`src/rtl/p2cfl_ram.sv`:
```
// Generic single-write, single-read RAM with registered read data.
`default_nettype none
module p2cfl_ram #(
    parameter int WIDTH = 8,
    parameter int DEPTH = 16,
    localparam int AW = (DEPTH > 1) ? $clog2(DEPTH) : 1
) (
    input  wire logic             aclk,
    input  wire logic             wr_en,
    input  wire logic [AW-1:0]    wr_addr,
    input  wire logic [WIDTH-1:0] wr_data,
    input  wire logic             rd_en,
    input  wire logic [AW-1:0]    rd_addr,
    output logic      [WIDTH-1:0] rd_data
);

    logic [WIDTH-1:0] mem_reg [DEPTH];
    logic [WIDTH-1:0] rd_data_reg;

    always_ff @(posedge aclk) begin
        if (wr_en) begin
            mem_reg[wr_addr] <= wr_data;
        end
        if (rd_en) begin
            rd_data_reg <= mem_reg[rd_addr];
        end
    end

    assign rd_data = rd_data_reg;

endmodule
`default_nettype wire

```
`config.mk`:
```
export PLATFORM = sky130hd
export DESIGN_NAME = p2cfl_ram
export DESIGN_NICKNAME = d
export VERILOG_FILES = /design/src/rtl/p2cfl_ram.sv
export SDC_FILE = /design/constraint.sdc
export NUM_CORES = 1
export LEC_CHECK = 0
export BUFFER_PORTS_ARGS = -buffer_cell sky130_fd_sc_hd__buf_2
export CORE_MARGIN = 8
export CORE_UTILIZATION = 45
export DETAILED_ROUTE_END_ITERATION = 7
export PLACE_DENSITY = 0.63
export SKIP_LAST_GASP = 1
export SLEW_MARGIN = 20
export SYNTH_ARGS = -nofsm -noshare
export SYNTH_HDL_FRONTEND = slang
export SYNTH_SLANG_ARGS = --single-unit
```
`constraint.sdc`:
```
create_clock -name aclk -period 2.1 [get_ports aclk]
set_input_delay 0.315 -clock aclk [delete_from_list [all_inputs] [get_ports aclk]]
set_output_delay 0.315 -clock aclk [all_outputs]
set_load 0.02 [all_outputs]
```
==> results by group <==
Global route
  • Initial antenna violation count: 0
  • First-pass GRT wire length: 16200 um
  • Total global-route track usage: 0.153
  • Total global routing overflow: 0
  • Largest net degree at the start of global routing: 21
  • Number of global-route vias before repair: 2585

Clocking
  • CTS Buf Count: 17
  • Worst skew pair latency: 410 ps
  • CTS Hold Buffers Added: 0
  • Number of setup buffers added after CTS: 0
  • Post-cts sizing count: 0
  • Root Buffer: clkbuf_16
  • CTS tree: yes
  • CTS max path bufs: 2
  • TritonCTS Sinks: 136
  • Worst-path clk slew: 60 ps
  • H-Tree Depth: 4

Power
  • Int Pwr: 5.64 mW
  • Peak supply drop: 543 uV
  • Power share of the clock group: 0.511
  • Reg power frac: 0.446
  • P per Cell Area: 1090 nW/um2
  • NetSw: 1.26 mW
  • Sw frac: 0.183
  • Logic pwr share: 0.043
  • Pleak: 2.17 nW

Worst setup path
  • Critical Path Start Type: flop
  • Crit Path Class: reg2reg
  • Setup crit end kind: flop
  • Max FO, Critical Path: 1
  • WP data arrival: 1600 ps
  • Critical Path RT: 2250 ps

Logic synthesis
  • Yosys warns: 0
  • Post-Syn Area: 5230 um2
  • Prevailing post-synth register cell: edfxtp_1
  • Compound-cell area share of the yosys netlist: 0.0230
  • Main combinational cell family by area after synthesis: multiplexers
  • Yosys top cell area share: 0.781
  • Post-synth net total: 248
  • EDFF count, synth: 136
  • Adder-Cell Fraction of Synth Area: 0
  • Proportion of synthesized area in mux cells: 0.148
  • Syn Inst Count: 229
  • Most frequent cell after synthesis: edfxtp_1
  • Synth Area in Simple Gates: 0.0314
  • Largest cells by area after synthesis: edfxtp_1, mux4_2, mux4_1
  • Mean Syn Cell Area: 22.8 um2
  • #FFs+latches synth: 136
  • Synthesized-area fraction occupied by xor and xnor cells: 0
  • Unique masters post-synth: 18
  • Sequential element share of the synthesized area: 0.781
  • Area leader, netlist: edfxtp_1
  • Commonest cells in the synthesized netlist: edfxtp_1, mux4_2, a22oi_1
  • Post-synthesis async set-or-reset flop share: 0

Floorplanning
  • Floorplan row count: 39
  • Initial core utilization: 0.460
  • Die Wd: 124 um
  • I/O pin count: 27
  • Overall die height: 124 um
  • Core Box Area: 11400 um2
  • Die area: 15300 um2

Placement
  • Placed cells: 410
  • Pre-CTS worst setup slack: 205 ps
  • # port buffers: 26
  • HPWL after DPL: 6520 um
  • Gpl congestion: 0.756

Cells and area
  • Nets: 305
  • Ant. Diodes: 0
  • Max reg flops: 128
  • Fin cells: 442
  • Layout area overhead: 21.4%
  • Fraction of layout cells with a size suffix above 1: 0.321

STA
  • Setup ws final: 649 ps
  • WHS: 280 ps
  • Relative slew slack: 0.632
  • Final setup TNS: 0 ps
  • Unrepaired setup endpoints after global routing: no
  • Final Hold Fails: 0
  • Slew at the pin closest to its max-slew limit: 550 ps
  • Max-slew violations: 0
  • Period minus WS final: 1450 ps
  • FMAX: 689 MHz
  • Clock skew: 7.13 ps
  • Number of setup violations in the final report: 0
  • Final Cycle Share: 0.691

Outcome
  • Status: complete, no violations

Routing
  • Starting DRC count in detailed routing: 253
  • Top Layer Used: met4
  • Avg Vias per Cell: 5.73
  • Routed length on met2: 4860 um
  • Wire per inst: 24.5 um
  • Vias: 2532
  • Detailed-routing wirelength on met1: 4830 um
  • # DRC: 0
  • Total iterations of the first detailed-routing run: 4
  • Met3 wire len: 843 um
  • Routed wire length: 10800 um
  • Final ANT Viol Nets: 0

Job
  • Max_cap viols: 0

Worst hold path
  • HP Class: in2reg
==> critical path, stage by stage, from the launching register on <==
cell	delay [ps]
edfxtp_1	370
mux4_1	540
a22oi_1	220
nand2_1	70
==> layout by cell type (no fill, tap or decap) <==
cell | synthesis | routed
nor2b_1 | 1 | 1
edfxtp_1 | 136 | 136
clkbuf_16 | 0 | 17
nand3b_1 | 2 | 2
nand2_1 | 9 | 9
buf_2 | 3 | 26
bufinv_16 | 0 | 8
nand2b_1 | 2 | 2
a22oi_1 | 16 | 16
nand3_1 | 1 | 1
nor2_1 | 13 | 13
and2_1 | 1 | 1
clkinv_2 | 0 | 1
mux4_1 | 14 | 14
and2b_1 | 1 | 1
clkinvlp_4 | 0 | 2
or3b_2 | 1 | 1
nor3_1 | 4 | 4
clkbuf_1 | 0 | 1
buf_4 | 1 | 20
mux4_2 | 18 | 18
clkinv_4 | 0 | 1
buf_12 | 0 | 2
clkinv_1 | 0 | 2
==> layout make-up <==
| type | instances | area [um2] |
|---|---|---|
| clock inverter | 14 | 277 |
| sequential | 136 | 4080 |
| timing repair buffer | 48 | 320 |
| clock buffer | 18 | 429 |
| multi-input combinational | 83 | 1060 |
| fill | 835 | 5020 |
| tap | 143 | 179 |
==> metal layers <==
metal / vias up / global-route usage
li1: 1097 / -
met1: 1295 / 0.218
met2: 115 / 0.212
met3: 25 / 0.0381
met4: 0 / 0.0783
met5: - / 0
==> path summary, 6_finish.rpt <==
kind	from	endpoint	slack, ps	cells after the start
worst max-delay path	mem_reg[9][5]	rd_data[5]	650	3
worst min register to register	mem_reg[12][1]	rd_data[1]	750	3
worst min-delay path	wr_data[6]	mem_reg[0][6]	280	1
worst max register to register	mem_reg[9][5]	rd_data[5]	650	3
==> power groups by stage <==
stage	Sequential, mW	Clock [mW]	Combinational [mW]
2_1_floorplan	3.14	0	0.154
5_1_grt	3.08	3.67	0.322
3_3_place_gp	3.13	0	0.299
6_report	3.07	3.53	0.298
4_1_cts	3.08	3.55	0.304
3_5_place_dp	3.13	0	0.303
==> cell families (layout without fill, tap and decap cells) <==
family	Yosys count	count (layout)
simple gates	35	35
flops	136	136
mux	32	32
compound gates	16	16
buf+inv	10	80
==> per-stage QoR <==
| step | utilization | power, mW | area [um2] |
|---|---|---|---|
| 2_1_floorplan | - | 3.30 | 5230 |
| 3_3_place_gp | 0.496 | 3.43 | 5640 |
| 3_5_place_dp | 0.496 | 3.43 | 5640 |
| 4_1_cts | 0.558 | 6.93 | 6350 |
| 5_1_grt | 0.558 | 7.07 | 6350 |
| 6_report | 0.558 | 6.90 | 6350 |
No activity file was read; power rests on OpenSTA's default activity.
